**src/iscc_pkg.sv**
```systemverilog
// Shared types and constants for the insertion sorter with comparison count.
// Used by the sort cell and the core; no dependencies.
package iscc_pkg;

  localparam int SUM_W = 9;
  localparam logic [SUM_W-1:0] SUM_MAX = {SUM_W{1'b1}};

  typedef struct packed {
    logic load;
    logic drain;
  } cell_ctrl_t;

endpackage

```
**src/iscc_cell.sv**
```systemverilog
// One compare-and-shift cell of the sort chain: holds one stored value.
// Depends on iscc_pkg for the control struct.
module iscc_cell import iscc_pkg::*; #(
  parameter int VALUE_WIDTH = 16
) (
  input  logic                          clk_i,
  input  cell_ctrl_t                    ctrl_i,
  input  logic                          occ_i,
  input  logic                          at_fill_i,
  input  logic signed [VALUE_WIDTH-1:0] sample_i,
  input  logic signed [VALUE_WIDTH-1:0] prev_val_i,
  input  logic                          prev_gt_i,
  input  logic signed [VALUE_WIDTH-1:0] next_val_i,
  output logic signed [VALUE_WIDTH-1:0] val_o,
  output logic                          gt_o,
  output logic                          ins_o
);

  logic signed [VALUE_WIDTH-1:0] val_q, val_d;
  logic                          move;

  assign gt_o  = occ_i && (val_q > sample_i);
  assign move  = occ_i ? gt_o : at_fill_i;
  assign ins_o = move && !prev_gt_i;
  assign val_o = val_q;

  always_comb begin
    val_d = val_q;
    if (ctrl_i.drain) begin
      val_d = next_val_i;
    end else if (ctrl_i.load && move) begin
      val_d = prev_gt_i ? prev_val_i : sample_i;
    end
  end

  always_ff @(posedge clk_i) begin
    val_q <= val_d;
  end

endmodule

```
**src/insertion_sorter_with_comparison_count_core.sv**
```systemverilog
// Insertion sorter with comparison count: top level over a chain of sort cells.
// Depends on iscc_pkg and iscc_cell.
//
//   channel | valid      | stall       | fields
//   in      | in_valid_i | in_stall_o  | sample_value_i, is_last_i
//   out     | out_valid_o| out_stall_i | sorted_value_o, end_of_set_o,
//           |            |             | comparison_total_o, overflow_o
//
// An input value is inserted with all cells comparing in parallel.
// On a last item the set of n values drains from cell 0, one per cycle while
// out_stall_i is low; the input stalls until the final value is transferred.
// Output stalls hold the chain; results always come from registers.
// Reset clears the fill count, comparison total, overflow flag and state.
module insertion_sorter_with_comparison_count_core import iscc_pkg::*; #(
  parameter int MAX_ITEMS   = 32,
  parameter int VALUE_WIDTH = 16
) (
  input  logic                          clk_i,
  input  logic                          rst_ni,
  input  logic                          in_valid_i,
  output logic                          in_stall_o,
  input  logic signed [VALUE_WIDTH-1:0] sample_value_i,
  input  logic                          is_last_i,
  output logic                          out_valid_o,
  input  logic                          out_stall_i,
  output logic signed [VALUE_WIDTH-1:0] sorted_value_o,
  output logic                          end_of_set_o,
  output logic [SUM_W-1:0]              comparison_total_o,
  output logic                          overflow_o
);

  localparam int CW = $clog2(MAX_ITEMS + 1);
  localparam int PW = $clog2(MAX_ITEMS);

  localparam logic ST_FILL  = 1'b0;
  localparam logic ST_DRAIN = 1'b1;

  logic                          state_q, state_d;
  logic [CW-1:0]                 fill_q, fill_d;
  logic [SUM_W-1:0]              sum_q, sum_d;
  logic                          ovf_q, ovf_d;

  logic                          in_xfer, out_xfer, full, load;
  cell_ctrl_t                    ctrl;
  logic signed [VALUE_WIDTH-1:0] val [MAX_ITEMS];
  logic [MAX_ITEMS-1:0]          gt, ins;
  logic [PW-1:0]                 pos;
  logic [CW-1:0]                 comps;
  logic [SUM_W:0]                sum_ext;

  assign in_stall_o = (state_q == ST_DRAIN);
  assign in_xfer    = in_valid_i && !in_stall_o;
  assign out_valid_o = (state_q == ST_DRAIN);
  assign out_xfer   = out_valid_o && !out_stall_i;
  assign full       = (fill_q == CW'(MAX_ITEMS));
  assign load       = in_xfer && !full;

  assign ctrl.load  = load;
  assign ctrl.drain = out_xfer;

  for (genvar i = 0; i < MAX_ITEMS; i++) begin : g_cell
    logic signed [VALUE_WIDTH-1:0] prev_val, next_val;
    logic                          prev_gt;

    if (i == 0) begin : g_head
      assign prev_val = sample_value_i;
      assign prev_gt  = 1'b0;
    end else begin : g_body
      assign prev_val = val[i-1];
      assign prev_gt  = gt[i-1];
    end

    if (i == MAX_ITEMS - 1) begin : g_tail
      assign next_val = val[i];
    end else begin : g_link
      assign next_val = val[i+1];
    end

    iscc_cell #(
      .VALUE_WIDTH(VALUE_WIDTH)
    ) u_cell (
      .clk_i      (clk_i),
      .ctrl_i     (ctrl),
      .occ_i      (fill_q > CW'(i)),
      .at_fill_i  (fill_q == CW'(i)),
      .sample_i   (sample_value_i),
      .prev_val_i (prev_val),
      .prev_gt_i  (prev_gt),
      .next_val_i (next_val),
      .val_o      (val[i]),
      .gt_o       (gt[i]),
      .ins_o      (ins[i])
    );
  end

  always_comb begin
    pos = '0;
    for (int i = 0; i < MAX_ITEMS; i++) begin
      if (ins[i]) begin
        pos = pos | PW'(i);
      end
    end
  end

  assign comps   = (pos == '0) ? fill_q : CW'(fill_q - CW'(pos) + CW'(1));
  assign sum_ext = {1'b0, sum_q} + (SUM_W + 1)'(comps);

  always_comb begin
    state_d = state_q;
    fill_d  = fill_q;
    sum_d   = sum_q;
    ovf_d   = ovf_q;
    case (state_q)
      ST_FILL: begin
        if (in_xfer) begin
          if (full) begin
            ovf_d = 1'b1;
          end else begin
            fill_d = fill_q + CW'(1);
            sum_d  = sum_ext[SUM_W] ? SUM_MAX : sum_ext[SUM_W-1:0];
          end
          if (is_last_i) begin
            state_d = ST_DRAIN;
          end
        end
      end
      ST_DRAIN: begin
        if (out_xfer) begin
          fill_d = fill_q - CW'(1);
          if (fill_q == CW'(1)) begin
            state_d = ST_FILL;
            sum_d   = '0;
            ovf_d   = 1'b0;
          end
        end
      end
      default: begin
        state_d = ST_FILL;
      end
    endcase
  end

  always_ff @(posedge clk_i or negedge rst_ni) begin
    if (!rst_ni) begin
      state_q <= ST_FILL;
      fill_q  <= '0;
      sum_q   <= '0;
      ovf_q   <= 1'b0;
    end else begin
      state_q <= state_d;
      fill_q  <= fill_d;
      sum_q   <= sum_d;
      ovf_q   <= ovf_d;
    end
  end

  assign sorted_value_o     = val[0];
  assign end_of_set_o       = (fill_q == CW'(1));
  assign comparison_total_o = sum_q;
  assign overflow_o         = ovf_q;

  a_drain_nonempty: assert property (@(posedge clk_i) disable iff (!rst_ni)
    out_valid_o |-> fill_q != '0)
    else $error("drain with empty store");

  a_single_insert: assert property (@(posedge clk_i) disable iff (!rst_ni)
    load |-> $onehot(ins))
    else $error("insert position not unique");

  a_clear_after_set: assert property (@(posedge clk_i) disable iff (!rst_ni)
    (out_xfer && end_of_set_o) |=> (fill_q == '0 && sum_q == '0 && !ovf_q && !in_stall_o))
    else $error("store not cleared after set");

  a_fill_bound: assert property (@(posedge clk_i) disable iff (!rst_ni)
    fill_q <= CW'(MAX_ITEMS))
    else $error("fill count beyond capacity");

endmodule
```
**config.mk**
```make
export PLATFORM = sky130hd
export DESIGN_NAME = insertion_sorter_with_comparison_count_core
export DESIGN_NICKNAME = d
export VERILOG_FILES = /design/src/iscc_pkg.sv /design/src/iscc_cell.sv /design/src/insertion_sorter_with_comparison_count_core.sv
export SDC_FILE = /design/constraint.sdc
export NUM_CORES = 2
export LEC_CHECK = 0
export ABC_AREA = 1
export BUFFER_PORTS_ARGS = -buffer_cell sky130_fd_sc_hd__buf_2
export CAP_MARGIN = 40
export CORE_ASPECT_RATIO = 0.75
export CORE_MARGIN = 2
export CORE_UTILIZATION = 30
export CTS_BUF_LIST = sky130_fd_sc_hd__clkbuf_8 sky130_fd_sc_hd__clkbuf_16
export CTS_CLUSTER_SIZE = 16
export DETAILED_ROUTE_END_ITERATION = 10
export PLACE_DENSITY = 0.45
export SYNTH_ARGS = -nofsm -noshare
export SYNTH_HDL_FRONTEND = slang
export SYNTH_SLANG_ARGS = --single-unit
```
**constraint.sdc**
```tcl
create_clock -name clk_i -period 9.65 [get_ports clk_i]
set_input_delay 0.4825 -clock clk_i [delete_from_list [all_inputs] [get_ports clk_i]]
set_output_delay 0.4825 -clock clk_i [all_outputs]
set_load 0.05 [all_outputs]
```
* Word level (Yosys, flattened, before mapping)
Index checks and enable logic that the tools add are counted.
** Word-level totals
- Bits in registers :: 529
- Bits of input ports :: 21
- Output and inout bits :: 29
** Cells by class
- Bitwise operators :: 2
- Reduce and logical (&&, ||, !) cells :: 170
- Equal/unequal tests :: 37
- Mux-type cells :: 232
- Add/subtract/negate cells :: 5
- Magnitude comparators :: 64
** Operators with widths (count)
- $mux 16 :: 126
- $gt 16x16->1 :: 32
- $mux 9 :: 11
- $logic_and 1x1->1 :: 98
- $eq 6x5->1 const B :: 16
- $gt 6x5->1 const B :: 16
- $mux 5 :: 16
- $reduce_bool 2->1 :: 32
- $mux 1 :: 53
- $eq 6x4->1 const B :: 8
- $gt 6x4->1 const B :: 8
- $mux 6 :: 8
- $logic_not 1->1 :: 34
- $mux 4 :: 8
- $eq 6x3->1 const B :: 4
- $gt 6x3->1 const B :: 4
- $pmux 9 s2 :: 1
- $add 6x1->6 const B :: 2
- $eq 6x2->1 const B :: 2
- $gt 6x1->1 const B :: 2
- $gt 6x2->1 const B :: 2
- $mux 3 :: 4
- $pmux 6 s2 :: 1
- $add 9x6->10 :: 1
- 14 further kinds :: 21

* Depth between registers and ports, before layout
- Depth in word-level cells :: 46
- Mapped depth :: 38
- Gate-level depth less buffers :: 38

* Cells and area by module
A second synthesis with hierarchy kept.
** Unflattened totals
- Cell total of the unflattened synthesis :: 5936
- Area total of the unflattened synthesis :: 43362.8 um^2
** By module, submodules not included
- iscc_cell :: cells each 173, area each 1280.0 um^2, instances 32, sequential area each 480.5 um^2
- insertion_sorter_with_comparison_count_core :: cells each 400, area each 2403.6 um^2, instances 1, sequential area each 425.4 um^2

* Worst setup path after synthesis
No wires, ideal clock.
- Kind :: input-to-reg
- Start point :: in sample_value_i[15]
- End point :: reg sum_q[3], in the netlist comparison_total_o[3]
- Path buffers :: 1
- Stages :: 33
- Arrival :: 5.875 ns
- Required time :: 9.567 ns
- Slack :: 3.692 ns
- Cells stage by stage :: inv_1 clkbuf_1 ha_1 a21oi_1 o21ai_0 a21oi_1 nand2_1 nand2_1 nand2_1 nand2_1 nand2_1 nand2_1 nand2_1 nor2_1 nand2_1 nor2_2 inv_1 ha_1 inv_1 ha_1 fa_1 o21ai_0 nand2_1 ha_1 inv_1 nor2_1 nor2_1 o21ai_0 and2_1 o21ai_0 nor3_1 nor3b_1 o22ai_1
** On the way
- Longest elaborated chain between the ends :: 46
** Ends and longest elaborated chain
- start, declared :: RTL line insertion_sorter_with_comparison_count_core.sv:22 : input logic signed [VALUE_WIDTH-1:0] sample_value_i,
- $gt 16x16->1 :: RTL line iscc_cell.sv:22 : assign gt_o = occ_i && (val_q > sample_i);
- $logic_and 1x1->1 :: RTL line iscc_cell.sv:22
- $mux 1 or $logic_not 1->1 (tied branches) :: RTL line iscc_cell.sv:23, iscc_cell.sv:24
- $logic_and 1x1->1 :: RTL line iscc_cell.sv:24 : assign ins_o = move && !prev_gt_i;
- $mux 1 :: RTL line insertion_sorter_with_comparison_count_core.sv:99 : if (ins[i]) begin
- $mux 2 (2 in series) :: RTL line insertion_sorter_with_comparison_count_core.sv:99
- $mux 3 (4 in series) :: RTL line insertion_sorter_with_comparison_count_core.sv:99
- $mux 4 (8 in series) :: RTL line insertion_sorter_with_comparison_count_core.sv:99
- [... 19 more ...]
- $add 9x6->10 (*) :: RTL line insertion_sorter_with_comparison_count_core.sv:106 : assign sum_ext = {1'b0, sum_q} + (SUM_W + 1)'(comps);
- $mux 9 (*) :: RTL line insertion_sorter_with_comparison_count_core.sv:120 : sum_d = sum_ext[SUM_W] ? SUM_MAX : sum_ext[SUM_W-1:0];
- $mux 9 (*) :: RTL line insertion_sorter_with_comparison_count_core.sv:116 : if (full) begin
- $mux 9 (*) :: RTL line insertion_sorter_with_comparison_count_core.sv:115 : if (in_xfer) begin
- $mux 9 (*) :: RTL line insertion_sorter_with_comparison_count_core.sv:113 : case (state_q)
- $mux 9 (*) :: RTL line insertion_sorter_with_comparison_count_core.sv:115
- $mux 9 (*) :: RTL line insertion_sorter_with_comparison_count_core.sv:113
- $pmux 9 s2 (*) :: RTL line insertion_sorter_with_comparison_count_core.sv:113
- end signal, assigned :: RTL line insertion_sorter_with_comparison_count_core.sv:152 : sum_q <= sum_d;
- end, declared :: RTL line insertion_sorter_with_comparison_count_core.sv:40 : logic [SUM_W-1:0] sum_q, sum_d;
Mark *: on every way between the ends. The rest lies on a longest branch, timed or not. The select of a mux whose other input is x is not followed.
A chain may end at the register's enable or synchronous reset.

* Worst setup path in the final report
- Start point :: reg fill_q[1]
- End point :: reg sum_q[5], in the netlist comparison_total_o[5]
** On the way
- Longest elaborated chain between the ends :: 46
** Ends and longest elaborated chain
- start, declared :: RTL line insertion_sorter_with_comparison_count_core.sv:39 : logic [CW-1:0] fill_q, fill_d;
- start signal, assigned :: RTL line insertion_sorter_with_comparison_count_core.sv:151 : fill_q <= fill_d;
- $gt 6x1->1 :: RTL line insertion_sorter_with_comparison_count_core.sv:84 : .occ_i (fill_q > CW'(i)),
- $logic_and 1x1->1 :: RTL line iscc_cell.sv:22
- $mux 1 or $logic_not 1->1 (tied branches) :: RTL line iscc_cell.sv:23, iscc_cell.sv:24
- $logic_and 1x1->1 :: RTL line iscc_cell.sv:24
- $mux 1 :: RTL line insertion_sorter_with_comparison_count_core.sv:99
- $mux 2 (2 in series) :: RTL line insertion_sorter_with_comparison_count_core.sv:99
- $mux 3 (4 in series) :: RTL line insertion_sorter_with_comparison_count_core.sv:99
- $mux 4 (8 in series) :: RTL line insertion_sorter_with_comparison_count_core.sv:99
- [... 19 more ...]
- $add 9x6->10 :: RTL line insertion_sorter_with_comparison_count_core.sv:106
- $mux 9 :: RTL line insertion_sorter_with_comparison_count_core.sv:120
- $mux 9 :: RTL line insertion_sorter_with_comparison_count_core.sv:116
- $mux 9 :: RTL line insertion_sorter_with_comparison_count_core.sv:115
- $mux 9 :: RTL line insertion_sorter_with_comparison_count_core.sv:113
- $mux 9 :: RTL line insertion_sorter_with_comparison_count_core.sv:115
- $mux 9 :: RTL line insertion_sorter_with_comparison_count_core.sv:113
- $pmux 9 s2 :: RTL line insertion_sorter_with_comparison_count_core.sv:113
Parallel ways exist; a longest one is shown, timed or not. The select of a mux whose other input is x is not followed.

==> flow_summary.json <==
{
  "grt_pass1_wl_mm": 209,
  "gp_congestion": 0.867,
  "yosysTopAreaCell": "edfxtp_1",
  "cts_buffers": 66,
  "dp_hpwl_mm": 100,
  "fin_skew_ns": 0.0272,
  "r2r_slack_ns": 2.85,
  "syn_area_per_cell_sq_um": 7.78,
  "max_freq_ghz": 0.147,
  "yosysSeqAreaShare": 0.388,
  "drive_above_1_share": 0.0663,
  "synthTopCellsByArea": "edfxtp_1 (38%), ha_1 (16%), nand2_1 (16%)",
  "syn-num-nets": 5787,
  "crit_path_start_kind": "flip-flop",
  "setup-violations-final": 0,
  "ys.flop_type": "edfxtp_1",
  "clock_path_buffers": 3,
  "hold_viol_final": 0,
  "grt_pass1_vias": 33566,
  "start_util": 0.301,
  "die_x_um": 429,
  "end_kind": "flip-flop",
  "core_area_sq_mm": 0.135,
  "whs_path_depth": 3,
  "path_class": "flip-flop to flip-flop",
  "synth_xor_area_frac": 0.00215,
  "ys_ff_latch": 529,
  "cts_setup_buffers": 0,
  "peakVddDrop_mv": 0.124,
  "critPathMaxStageDelay_ns": 0.70,
  "crit_required_ns": 10.18,
  "synth_compound_area_frac": 0.173,
  "ant_nets": 0,
  "hold_path.class": "input port to flip-flop",
  "synthSimpleGateAreaFrac": 0.212,
  "io_buffers": 49,
  "final_cells": 7020,
  "cts.htree.levels": 3,
  "synthMuxAreaShare": 0,
  "slew_headroom": 0.164,
  "wire_per_inst_um": 19.4,
  "cts_hold_buf": 1,
  "crit_fanout": 35,
  "clock-sinks": 529,
  "tightest_slew_ns": 1.25,
  "cts.repair.resized": 0,
  "finalCritPeriodShare": 0.704,
  "drv_cap": 0,
  "cp_slowest_cell": "dfrtp_1",
  "drc": 0,
  "io_pins": 50,
  "setup_tns_ns": 0,
  "r2r_cells": 28,
  "fin_area_sq_mm": 0.0455,
  "grt_use_total": 0.194,
  "rows": 117,
  "area_growth_pct": 11.8,
  "synth.distinct_cells": 46,
  "drtIter0Drc": 2904,
  "p_leak_nw": 20.1,
  "run_status": "complete, no violations",
  "viasPerCell": 5.04,
  "synthCells": 5233,
  "synth.cell_area_sq_mm": 0.0407,
  "wl_mm": 136,
  "nets": 5736,
  "firstDrtPassIters": 7,
  "powerDensity_mw_per_mm2": 338,
  "synth_edf_count": 512,
  "ys.warnings.count": 0,
  "synth_top_family_by_area": "simple AND/OR/NAND/NOR gates",
  "die_y_um": 323,
  "synthDominantCellAreaShare": 0.378,
  "cts_tree": "built",
  "place_area_sq_mm": 0.0433,
  "clock_latency_ns": 0.65,
  "synth_fa_ha_area_frac": 0.164,
  "antenna_found_initial": 4,
  "critPathArrivalTime_ns": 7.33,
  "ctsRootBufferMaster": "clkbuf_16",
  "n_fill_cell": 14134,
  "dieArea_sq_mm": 0.139,
  "grt_max_degree": 277,
  "period_needed_ns": 6.80,
  "rsz0062_at_grt": "no",
  "dpl.cell_count": 6898,
  "clkSlewWorstSetupHoldPaths_ns": 0.06,
  "gr-total-overflow": 0,
  "synthArstFlopShare": 0.0321,
  "crit_path_frequent_cell": "o21ai_0",
  "final-max-slew-violation-count": 0,
  "vias": 35394
}
==> state kept, by name (all words and copies together), names as in the netlist <==
name,count
comparison_total_o,9
g_cell.u_cell.val_o,512
fill_q,6
in_stall_o,1
overflow_o,1
==> final timing paths <==
| check | endpoint | startpoint |
|---|---|---|
| worst min-delay path | g_cell[31].u_cell.val_o[13] | sample_value_i[13] |
| worst max-delay path | comparison_total_o[5] | fill_q[1] |
| worst max register to register | comparison_total_o[5] | fill_q[1] |
| worst min register to register | g_cell[30].u_cell.val_o[2] | g_cell[31].u_cell.val_o[2] |
| max in group asynchronous | overflow_o | rst_ni |
| min in group asynchronous | comparison_total_o[6] | rst_ni |
==> cell families (layout without fill, tap and decap cells) <==
family / after synthesis / count (layout)
adders and majority gates: 533 / 533
xor gates and xnor gates: 10 / 10
DFF: 529 / 529
AOI/OAI and AO/OA: 1361 / 1361
and+or+nand+nor: 2157 / 2157
buffers and inverters: 643 / 644
other: 0 / 1
==> critical path, delay by kind of cell, from the launching register on <==
family                   cells  cell delay, ns
AO/OA/AOI/OAI                6            1.28
flip-flops                   1            0.70
buffers and inverters        5            0.48
adder cells (fa/ha/maj)      5            1.65
AND/OR/NAND/NOR             12            2.57
==> per-layer routing <==
metal | wire length (um) | track usage | part of all wire
met1 | 71700 | 0.305 | 0.53
met2 | 54300 | 0.274 | 0.40
met3 | 7700 | 0.0318 | 0.057
met4 | 2320 | 0.0362 | 0.017
met5 | 13 | 0 | 0.000096
==> placed cells by master (no fill, tap or decap), types with 22 or more instances in the layout <==
cell,instances
o21ai_0,1027
ha_1,531
clkbuf_16,71
nand3_1,112
nand2_1,1728
buf_2,50
inv_1,367
a31oi_2,28
edfxtp_1,512
nor2_1,207
buf_4,68
nand4_1,42
o21bai_1,22
a21oi_1,227
==> metrics by stage <==
step	total power [mW]	setup slack, ns	hold WS, ns	utilization
3_5_place_dp	12.8	2.53	0.461	0.320
3_3_place_gp	12.6	2.52	0.461	0.318
4_1_cts	15.5	2.85	0.153	0.337
5_1_grt	16.9	2.41	0.185	0.337
2_1_floorplan	10.1	3.69	0.187	-
6_report	15.4	2.85	0.205	0.337
==> synth_stat cells (all sizes together), types with 2 or more instances <==
library cell	instances
nor2	224
nand3b	2
fa	2
a21oi	231
nand3	134
ha	531
o21bai	22
inv	378
buf	45
clkbuf	220
dfrtp	17
o21ai	1037
xnor2	4
o21a	5
and2	2
nor3b	3
a31oi	41
or2	2
a22oi	2
a21o	8
o22ai	5
edfxtp	512
xor2	6
nand2	1736
a21boi	4
nor3	11
o211ai	4
nand4	42
==> power by group <==
group	internal, mW	leakage, nW	total [mW]	switching (mW)
Clock	1.54	1.14	2.63	1.10
Combinational	2.43	13.8	7.60	5.17
Sequential	4.07	5.12	5.13	1.06
==> layout make-up <==
type,instances,area (sq um),area share
multi-input combinational,4061,22600,0.497
sequential,529,15800,0.347
tap,1785,2230,0.0491
clock buffer,78,1870,0.0412
inverter,378,1430,0.0313
timing repair buffer,146,1200,0.0265
clock inverter,42,338,0.00742
antenna,1,2.50,0.0000550
(Power assumes the default switching activity.)
